--- src/design/sbc_pkg.sv ---
// ---------------------------------------------------------------------------
// sbc_pkg
// types, register indexes and helpers of the tile owner lookup
// ---------------------------------------------------------------------------
`default_nettype none

package sbc_pkg;

   localparam int unsigned TILE_W    = 16;
   localparam int unsigned SUM_W     = TILE_W + 1;
   localparam int unsigned RANK_W    = 15;
   localparam int unsigned PAT_W     = 8;
   localparam int unsigned CSR_IDX_W = 3;
   localparam int unsigned CSR_W     = 16;

   // input reg + two divider pipes + three mapping stages
   localparam int unsigned LATENCY   = 1 + SUM_W + SUM_W + 3;

   localparam logic [CSR_IDX_W-1:0] CSR_PATTERN_SIZE  = 3'd0;
   localparam logic [CSR_IDX_W-1:0] CSR_EXTENDED      = 3'd1;
   localparam logic [CSR_IDX_W-1:0] CSR_LOWER_STORAGE = 3'd2;
   localparam logic [CSR_IDX_W-1:0] CSR_DIAG_PATTERNS = 3'd3;
   localparam logic [CSR_IDX_W-1:0] CSR_ROW_OFFSET    = 3'd4;
   localparam logic [CSR_IDX_W-1:0] CSR_COL_OFFSET    = 3'd5;

   typedef struct packed {
      logic [PAT_W-1:0] r;
      logic             extended;
   } map_cfg_type;

   typedef struct packed {
      logic [PAT_W-1:0] x;
      logic [PAT_W-1:0] y;
   } pair_type;

   // pairs d with (d + l) mod r
   function automatic pair_type rot_pair(input logic [PAT_W-1:0] d,
                                         input logic [PAT_W-1:0] l,
                                         input logic [PAT_W-1:0] r);
      pair_type     p;
      logic [PAT_W:0] s;
      s = {1'b0, d} + {1'b0, l};
      if ({1'b0, d} < ({1'b0, r} - {1'b0, l})) begin
         p.x = d;
         p.y = s[PAT_W-1:0];
      end else begin
         p.x = PAT_W'(s - {1'b0, r});
         p.y = d;
      end
      return p;
   endfunction

endpackage

`default_nettype wire

--- src/design/sbc_div_pipe.sv ---
// ---------------------------------------------------------------------------
// sbc_div_pipe
// restoring divider, one quotient bit per register stage
// ---------------------------------------------------------------------------
`default_nettype none

module sbc_div_pipe #(
   parameter int unsigned WIDTH  = 17,
   parameter int unsigned DIV_W  = 8,
   parameter int unsigned SIDE_W = 1
) (
   input  wire logic              clock,
   input  wire logic              reset,
   input  wire logic              in_valid,
   input  wire logic [WIDTH-1:0]  in_num,
   input  wire logic [DIV_W-1:0]  divisor,
   input  wire logic [SIDE_W-1:0] in_side,
   output logic                   out_valid,
   output logic [WIDTH-1:0]       out_quot,
   output logic [DIV_W-1:0]       out_rem,
   output logic [SIDE_W-1:0]      out_side
);

   logic [WIDTH-1:0]  valid_ff;
   logic [WIDTH-1:0]  valid_in;
   logic [DIV_W-1:0]  rem_ff   [WIDTH];
   logic [DIV_W-1:0]  rem_in   [WIDTH];
   logic [WIDTH-1:0]  num_ff   [WIDTH];
   logic [WIDTH-1:0]  num_in   [WIDTH];
   logic [SIDE_W-1:0] side_ff  [WIDTH];
   logic [SIDE_W-1:0] side_in  [WIDTH];

   for (genvar s = 0; s < WIDTH; s++) begin : g_stage
      logic [DIV_W-1:0]  rem_prev;
      logic [WIDTH-1:0]  num_prev;
      logic [DIV_W:0]    trial;
      logic              ge;

      if (s == 0) begin : g_first
         always_comb begin
            rem_prev    = '0;
            num_prev    = in_num;
            valid_in[s] = in_valid;
            side_in[s]  = in_side;
         end
      end else begin : g_next
         always_comb begin
            rem_prev    = rem_ff[s-1];
            num_prev    = num_ff[s-1];
            valid_in[s] = valid_ff[s-1];
            side_in[s]  = side_ff[s-1];
         end
      end

      // dividend bits shift out at the top, quotient bits shift in below
      always_comb begin
         trial     = {rem_prev, num_prev[WIDTH-1]};
         ge        = (trial >= {1'b0, divisor});
         rem_in[s] = ge ? DIV_W'(trial - {1'b0, divisor}) : DIV_W'(trial);
         num_in[s] = {num_prev[WIDTH-2:0], ge};
      end

      always_ff @(posedge clock) begin
         if (reset) begin
            valid_ff[s] <= 1'b0;
         end else begin
            valid_ff[s] <= valid_in[s];
         end
         rem_ff[s]  <= rem_in[s];
         num_ff[s]  <= num_in[s];
         side_ff[s] <= side_in[s];
      end
   end

   assign out_valid = valid_ff[WIDTH-1];
   assign out_quot  = num_ff[WIDTH-1];
   assign out_rem   = rem_ff[WIDTH-1];
   assign out_side  = side_ff[WIDTH-1];

endmodule

`default_nettype wire

--- src/design/sbc_rank_map.sv ---
// ---------------------------------------------------------------------------
// sbc_rank_map
// pattern position to rank: pair select, square, packed index
// ---------------------------------------------------------------------------
`default_nettype none

module sbc_rank_map (
   input  wire logic                      clock,
   input  wire logic                      reset,
   input  wire sbc_pkg::map_cfg_type      cfg,
   input  wire logic                      in_valid,
   input  wire logic                      in_outside,
   input  wire logic [sbc_pkg::PAT_W-1:0] in_a,
   input  wire logic [sbc_pkg::PAT_W-1:0] in_b,
   input  wire logic [sbc_pkg::PAT_W-1:0] in_pat,
   output logic                           out_valid,
   output logic [sbc_pkg::RANK_W-1:0]     out_rank,
   output logic                           out_outside
);
   import sbc_pkg::*;

   logic [PAT_W-1:0] half;
   logic [PAT_W-1:0] normal;
   logic [PAT_W-1:0] am1;
   logic [PAT_W-1:0] am2;
   logic [PAT_W-1:0] sh;
   pair_type         pair;

   logic             v1_ff, v2_ff, v3_ff;
   logic             o1_ff, o2_ff, o3_ff;
   pair_type         pair_ff;
   logic [PAT_W-1:0] lo_in, hi_in;
   logic [PAT_W-1:0] lo_ff;
   logic [2*PAT_W-1:0] prod_in, prod_ff;
   logic [RANK_W-1:0] rank_in, rank_ff;

   // stage 1: choose the pair that owns this position
   always_comb begin
      half   = cfg.r >> 1;
      normal = half - PAT_W'(1);
      sh     = in_pat - normal;
      am1    = (in_a >= half) ? in_a - half : in_a;
      am2    = (am1 >= half) ? am1 - half : am1;
      pair   = '{x: in_a, y: in_b};
      if (in_a == in_b) begin
         if (!cfg.extended) begin
            // round-robin extra ranks sit after the packed ones
            pair = '{x: am2, y: cfg.r};
         end else if (cfg.r[0]) begin
            pair = rot_pair(in_a, in_pat + PAT_W'(1), cfg.r);
         end else if (in_pat < normal) begin
            pair = rot_pair(in_a, in_pat + PAT_W'(1), cfg.r);
         end else if (in_a < half) begin
            pair = '{x: in_a, y: (sh == '0) ? in_a + half : in_a + sh};
         end else if (sh == normal) begin
            pair = '{x: in_a - half, y: in_a};
         end else begin
            pair = rot_pair(in_a, sh + PAT_W'(1), cfg.r);
         end
      end
   end

   // stage 2: hi * (hi - 1)
   always_comb begin
      lo_in   = (pair_ff.x < pair_ff.y) ? pair_ff.x : pair_ff.y;
      hi_in   = (pair_ff.x < pair_ff.y) ? pair_ff.y : pair_ff.x;
      prod_in = (2*PAT_W)'(hi_in) * (2*PAT_W)'(hi_in - PAT_W'(1));
   end

   // stage 3: halve and add lo, zero for positions outside the triangle
   always_comb begin
      rank_in = RANK_W'(prod_ff >> 1) + RANK_W'(lo_ff);
      if (o2_ff) begin
         rank_in = '0;
      end
   end

   always_ff @(posedge clock) begin
      if (reset) begin
         v1_ff <= 1'b0;
         v2_ff <= 1'b0;
         v3_ff <= 1'b0;
      end else begin
         v1_ff <= in_valid;
         v2_ff <= v1_ff;
         v3_ff <= v2_ff;
      end
      o1_ff   <= in_outside;
      pair_ff <= pair;
      o2_ff   <= o1_ff;
      lo_ff   <= lo_in;
      prod_ff <= prod_in;
      o3_ff   <= o2_ff;
      rank_ff <= rank_in;
   end

   assign out_valid   = v3_ff;
   assign out_rank    = rank_ff;
   assign out_outside = o3_ff;

endmodule

`default_nettype wire

--- src/design/sbc_tile_owner_rank.sv ---
// ---------------------------------------------------------------------------
// sbc_tile_owner_rank
// symmetric block-cyclic tile owner lookup, fully pipelined
// ---------------------------------------------------------------------------
//  channel   handshake             payload
//  request   start / busy          req_tile_row, req_tile_col
//  response  rsp_valid (strobe)    rsp_owner_rank, rsp_outside_triangle
//  csr       csr_wr_en             csr_index, csr_wdata
//
//  one item per cycle; each result passes the input register, the two
//  bit-serial divider pipes (m mod r and n div r, then block column mod
//  pattern count) and three mapping stages.
//  busy stays low: the pipe never stalls; the receiver must take every strobe (not enforced).
//  reset clears all valid bits and loads the register defaults.
// ---------------------------------------------------------------------------
`default_nettype none

module sbc_tile_owner_rank (
   input  wire logic                          clock,
   input  wire logic                          reset,
   input  wire logic                          start,
   output logic                               busy,
   input  wire logic [sbc_pkg::TILE_W-1:0]    req_tile_row,
   input  wire logic [sbc_pkg::TILE_W-1:0]    req_tile_col,
   output logic                               rsp_valid,
   output logic [sbc_pkg::RANK_W-1:0]         rsp_owner_rank,
   output logic                               rsp_outside_triangle,
   input  wire logic                          csr_wr_en,
   input  wire logic [sbc_pkg::CSR_IDX_W-1:0] csr_index,
   input  wire logic [sbc_pkg::CSR_W-1:0]     csr_wdata
);
   import sbc_pkg::*;

   logic [PAT_W-1:0]  pattern_size_ff;
   logic              extended_ff;
   logic              lower_ff;
   logic [PAT_W-1:0]  diag_count_ff;
   logic [TILE_W-1:0] row_off_ff;
   logic [TILE_W-1:0] col_off_ff;

   logic [PAT_W-1:0]  r_eff;
   logic [PAT_W-1:0]  dmax;
   logic [PAT_W-1:0]  dp_eff;
   map_cfg_type       map_cfg;

   logic              s0_valid_ff;
   logic [SUM_W-1:0]  m_ff, n_ff;
   logic [SUM_W-1:0]  m_in, n_in;
   logic              outside_ff, outside_in;

   logic              d1_valid;
   logic              d1_outside;
   logic [PAT_W-1:0]  a_rem;
   logic [PAT_W-1:0]  b_rem;
   logic [SUM_W-1:0]  n_quot;

   logic              d2_valid;
   logic [PAT_W-1:0]  pat_rem;
   logic [2*PAT_W:0]  d2_side;

   always_ff @(posedge clock) begin
      if (reset) begin
         pattern_size_ff <= PAT_W'(2);
         extended_ff     <= 1'b1;
         lower_ff        <= 1'b1;
         diag_count_ff   <= PAT_W'(1);
         row_off_ff      <= '0;
         col_off_ff      <= '0;
      end else if (csr_wr_en) begin
         unique case (csr_index)
            CSR_PATTERN_SIZE:  pattern_size_ff <= csr_wdata[PAT_W-1:0];
            CSR_EXTENDED:      extended_ff     <= csr_wdata[0];
            CSR_LOWER_STORAGE: lower_ff        <= csr_wdata[0];
            CSR_DIAG_PATTERNS: diag_count_ff   <= csr_wdata[PAT_W-1:0];
            CSR_ROW_OFFSET:    row_off_ff      <= csr_wdata[TILE_W-1:0];
            CSR_COL_OFFSET:    col_off_ff      <= csr_wdata[TILE_W-1:0];
            default: ;
         endcase
      end
   end

   // effective pattern size and diagonal pattern count
   always_comb begin
      r_eff  = (pattern_size_ff < PAT_W'(2)) ? PAT_W'(2) : pattern_size_ff;
      dmax   = r_eff[0] ? (r_eff >> 1) : r_eff - PAT_W'(1);
      dp_eff = (diag_count_ff == '0) ? PAT_W'(1) : diag_count_ff;
      if (!extended_ff || dp_eff > dmax) begin
         dp_eff = extended_ff ? dmax : dp_eff;
      end
      map_cfg = '{r: r_eff, extended: extended_ff};
   end

   always_comb begin
      m_in       = SUM_W'(req_tile_row) + SUM_W'(row_off_ff);
      n_in       = SUM_W'(req_tile_col) + SUM_W'(col_off_ff);
      outside_in = lower_ff ? (m_in < n_in) : (n_in < m_in);
   end

   always_ff @(posedge clock) begin
      if (reset) begin
         s0_valid_ff <= 1'b0;
      end else begin
         s0_valid_ff <= start;
      end
      m_ff       <= m_in;
      n_ff       <= n_in;
      outside_ff <= outside_in;
   end

   sbc_div_pipe #(.WIDTH(SUM_W), .DIV_W(PAT_W), .SIDE_W(1)) u_div_row (
      .clock     (clock),
      .reset     (reset),
      .in_valid  (s0_valid_ff),
      .in_num    (m_ff),
      .divisor   (r_eff),
      .in_side   (outside_ff),
      .out_valid (d1_valid),
      .out_quot  (),
      .out_rem   (a_rem),
      .out_side  (d1_outside)
   );

   sbc_div_pipe #(.WIDTH(SUM_W), .DIV_W(PAT_W), .SIDE_W(1)) u_div_col (
      .clock     (clock),
      .reset     (reset),
      .in_valid  (s0_valid_ff),
      .in_num    (n_ff),
      .divisor   (r_eff),
      .in_side   (1'b0),
      .out_valid (),
      .out_quot  (n_quot),
      .out_rem   (b_rem),
      .out_side  ()
   );

   // block column mod pattern count picks the diagonal pattern
   sbc_div_pipe #(.WIDTH(SUM_W), .DIV_W(PAT_W), .SIDE_W(2*PAT_W+1)) u_div_pat (
      .clock     (clock),
      .reset     (reset),
      .in_valid  (d1_valid),
      .in_num    (n_quot),
      .divisor   (dp_eff),
      .in_side   ({d1_outside, a_rem, b_rem}),
      .out_valid (d2_valid),
      .out_quot  (),
      .out_rem   (pat_rem),
      .out_side  (d2_side)
   );

   sbc_rank_map u_map (
      .clock       (clock),
      .reset       (reset),
      .cfg         (map_cfg),
      .in_valid    (d2_valid),
      .in_outside  (d2_side[2*PAT_W]),
      .in_a        (d2_side[2*PAT_W-1:PAT_W]),
      .in_b        (d2_side[PAT_W-1:0]),
      .in_pat      (pat_rem),
      .out_valid   (rsp_valid),
      .out_rank    (rsp_owner_rank),
      .out_outside (rsp_outside_triangle)
   );

   assign busy = 1'b0;

endmodule

`default_nettype wire

--- config.mk ---
export PLATFORM = sky130hd
export DESIGN_NAME = sbc_tile_owner_rank
export DESIGN_NICKNAME = d
export VERILOG_FILES = /design/src/design/sbc_pkg.sv /design/src/design/sbc_div_pipe.sv /design/src/design/sbc_rank_map.sv /design/src/design/sbc_tile_owner_rank.sv
export SDC_FILE = /design/constraint.sdc
export NUM_CORES = 2
export LEC_CHECK = 0
export BUFFER_PORTS_ARGS = -buffer_cell sky130_fd_sc_hd__buf_2
export CAP_MARGIN = 20
export CORE_UTILIZATION = 45
export CTS_BUF_LIST = sky130_fd_sc_hd__clkbuf_4
export DETAILED_ROUTE_END_ITERATION = 6
export GPL_TIMING_DRIVEN = 1
export PLACE_DENSITY_LB_ADDON = 0.12
export SLEW_MARGIN = 0
export SYNTH_ARGS = -nofsm -noshare
export SYNTH_HDL_FRONTEND = slang
export SYNTH_SLANG_ARGS = --single-unit
--- constraint.sdc ---
create_clock -name clock -period 10.5 [get_ports clock]
set_input_delay 1.575 -clock clock [delete_from_list [all_inputs] [get_ports clock]]
set_output_delay 1.575 -clock clock [all_outputs]
set_load 0.01 [all_outputs]
==> impl_metrics.json <==
{
  "status": "complete, no violations",
  "synthTopCellsByCount": "dfxtp_1 (1,455), ha_1 (585), nor2_1 (509), inv_1 (479), nand2_1 (368)",
  "numPortBuffers": 71,
  "grt_pass1_vias": 39241,
  "tritoncts": "done",
  "period_share": 0.8233,
  "synthXorXnorAreaFrac": 0.04188,
  "timing.rr.start": "pattern_size_ff[7]$_SDFFE_PP0P_",
  "hpwl_um": 80160,
  "finClkSkew_ns": 0.1041,
  "fp.dieW_um": 364.9,
  "area_growth_pct": 12.01,
  "synth-seq-cells": 1455,
  "wl_per_cell_um": 14.47,
  "fmax_mhz": 115.7,
  "synth_adder_area_share": 0.1633,
  "critPathMaxFanout": 32,
  "drive_above_1_share": 0.1673,
  "clk_latency_ns": 1.24,
  "yosysMostFrequentCell": "dfxtp_1",
  "synth-simple-area-share": 0.09859,
  "rsz0062_at_grt": "false",
  "clkSlewWorstSetupHoldPaths_ns": 0.08,
  "holdPathEnd": "u_div_pat.side_ff[0][103]$_DFF_P_",
  "path_class": "flop to flop",
  "holdBufCountCts": 0,
  "numCtsBuffers": 380,
  "final_nets": 6766,
  "antenna_found_initial": 7,
  "synth_enable_flop_cells": 0,
  "fin_setup_tns_ns": 0,
  "final_cell_area_um2": 66400,
  "cp.arrival_ns": 9.68,
  "path_delay_family": "simple AND/OR/NAND/NOR gates",
  "htree_levels": 5,
  "synthMuxAreaShare": 0.07350,
  "whs_path_depth": 0,
  "cp-start-kind": "flop",
  "placementRows": 132,
  "min-delay-start": "u_div_pat.side_ff[0][86]$_DFF_P_",
  "ys_seq_area_frac": 0.4914,
  "worstReg2RegEnd": "u_div_pat.rem_ff[0][53]$_DFF_P_",
  "drv_slew": 0,
  "num_vias": 38751,
  "dpl_cell_area_um2": 61830,
  "ioPinCount": 73,
  "place.gp.congestion": 0.8480,
  "synth_warnings": 0,
  "cts_buffer_depth": 4,
  "min_period_ns": 8.644,
  "crit_required_ns": 11.53,
  "synth_cell_types": 83,
  "slew_headroom": 0.3275,
  "gr-total-overflow": 0,
  "grt_max_degree": 89,
  "synth_compound_area_frac": 0.09562,
  "track_usage": 0.1797,
  "crit_buf_inv": 4,
  "cp_slowest_cell": "inv_2",
  "finalHoldViolations": 0,
  "cp-end-kind": "flop",
  "wl_um": 116000,
  "grt_pass1_wl_um": 192400,
  "dr.first_iter.drc_count": 1485,
  "synth-async-reset-ratio": 0,
  "synth_top_area_frac": 0.4914,
  "crit_path_max_incr_delay_ns": 0.58,
  "cts_resized": 0,
  "reg2reg_slack_ns": 1.86,
  "yosysTopAreaCell": "dfxtp_1",
  "dieArea_um2": 133200,
  "postCtsSetupBuffers": 0,
  "cts-root-buf": "clkbuf_4",
  "viasPerCell": 4.834,
  "syn_area_um2": 59280,
  "postSynthCellCount": 5576,
  "initial_core_util": 0.4555,
  "cts.sinks": 1455,
  "synth_top_family_by_area": "adder cells",
  "drc": 0,
  "firstDrtPassIters": 5,
  "cpMostUsedCell": "o21ai_0",
  "fp.dieH_um": 364.9,
  "hp-class": "flop to flop",
  "ant_nets": 0,
  "finalSetupViolations": 0,
  "worstRegToRegCells": 27,
  "yosys-top-cells-area": "dfxtp_1 (49%), ha_1 (12%), mux2_2 (5.9%)",
  "core_um2": 130100,
  "worst_slew_pin_slew_ns": 1.009,
  "avgSynthCellArea_um2": 10.63,
  "synth_ff_type": "dfxtp_1",
  "cap_violations": 0
}
## final cells by class
cell class | instances | area [um2]
multi-input combinational | 3587 | 28130
timing repair buffer | 99 | 565.5
clock inverter | 81 | 354.1
tap | 1742 | 2180
sequential | 1455 | 29130
antenna | 8 | 20.02
clock buffer | 559 | 4197
fill | 12114 | 63750
inverter | 485 | 1823
## per-stage QoR
step / setup WS, ns / hold WS (ns) / instances / utilization
after floorplan: 2.054 / 0.3096 / 5591 / -
after global placement: 2.131 / 0.3096 / 7368 / 0.4751
after detailed placement: 1.890 / 0.3121 / 7368 / 0.4751
after CTS: 1.785 / 0.2272 / 8008 / 0.5100
after global routing: 1.075 / 0.2496 / 8016 / 0.5102
final: 1.856 / 0.2356 / 8016 / 0.5102
## worst max path at each step
| stage | startpoint | to | slack (ns) | depth (start not counted) |
|---|---|---|---|---|
| 2_1_floorplan | pattern_size_ff[6]$_SDFFE_PP0P_ | u_div_pat.rem_ff[0][100]$_DFF_P_ | 2.05 | 28 |
| 3_3_place_gp | pattern_size_ff[7]$_SDFFE_PP0P_ | u_div_pat.rem_ff[0][66]$_DFF_P_ | 2.13 | 27 |
| 3_5_place_dp | pattern_size_ff[7]$_SDFFE_PP0P_ | u_div_pat.rem_ff[0][53]$_DFF_P_ | 1.89 | 27 |
| 4_1_cts | pattern_size_ff[7]$_SDFFE_PP0P_ | u_div_pat.rem_ff[0][53]$_DFF_P_ | 1.78 | 27 |
| 5_1_grt | pattern_size_ff[7]$_SDFFE_PP0P_ | u_div_pat.rem_ff[0][37]$_DFF_P_ | 1.08 | 27 |
| 6_report | pattern_size_ff[7]$_SDFFE_PP0P_ | u_div_pat.rem_ff[0][53]$_DFF_P_ | 1.86 | 27 |
## per-layer routing
layer	routed length, um	global-route usage	part of all wire	up-vias
met5	0	0	0	-
met4	3840	0.08360	0.033	0
met3	5866	0.03854	0.051	289
met2	52010	0.2883	0.45	728
met1	54310	0.2306	0.47	17635
li1	-	-	-	20099
## kinds of logic (layout without fill, tap and decap cells)
kind of cell / after synthesis / in the layout
xor gates and xnor gates: 280 / 280
DFF: 1455 / 1455
adders and majority gates: 703 / 703
other: 2 / 25
muxes: 396 / 396
AOI/OAI and AO/OA: 910 / 910
and+or+nand+nor: 1281 / 1281
buffers and inverters: 549 / 1224
## state kept, by name (all words and copies together), names as in the netlist, 17 cells and up
name	cells
u_div_col.num_ff	289
u_div_pat.num_ff	136
m_ff	17
u_div_pat.side_ff	289
u_div_col.rem_ff	136
u_div_pat.rem_ff	136
u_div_row.side_ff	17
u_div_row.num_ff	136
u_div_row.rem_ff	136
n_ff	17
## cells in the final DEF (no fill, tap or decap), types with 8 or more instances in the layout
cell,instances
nand4_1,107
nand3_1,25
dfxtp_1,1455
xor2_1,103
and3_1,25
diode_2,8
mux2i_1,84
buf_4,28
a21oi_1,220
nor2_1,509
mux2_2,310
and2_1,8
inv_2,16
conb_1,17
inv_1,472
clkinv_1,60
or3_1,12
o21ai_0,306
clkbuf_4,559
nor3_1,32
or2_2,23
a21o_1,50
a311oi_1,50
a211oi_1,13
nor2b_1,111
nand2b_1,26
clkinv_2,15
nand2_1,368
buf_2,71
o21a_1,17
xnor2_1,175
fa_1,118
a21boi_0,152
ha_1,585
a31oi_1,12
o21bai_1,8
Power is left out: the tool's default activity adds up to more than one toggle a clock period on the data nets, which glitch-free logic cannot reach.
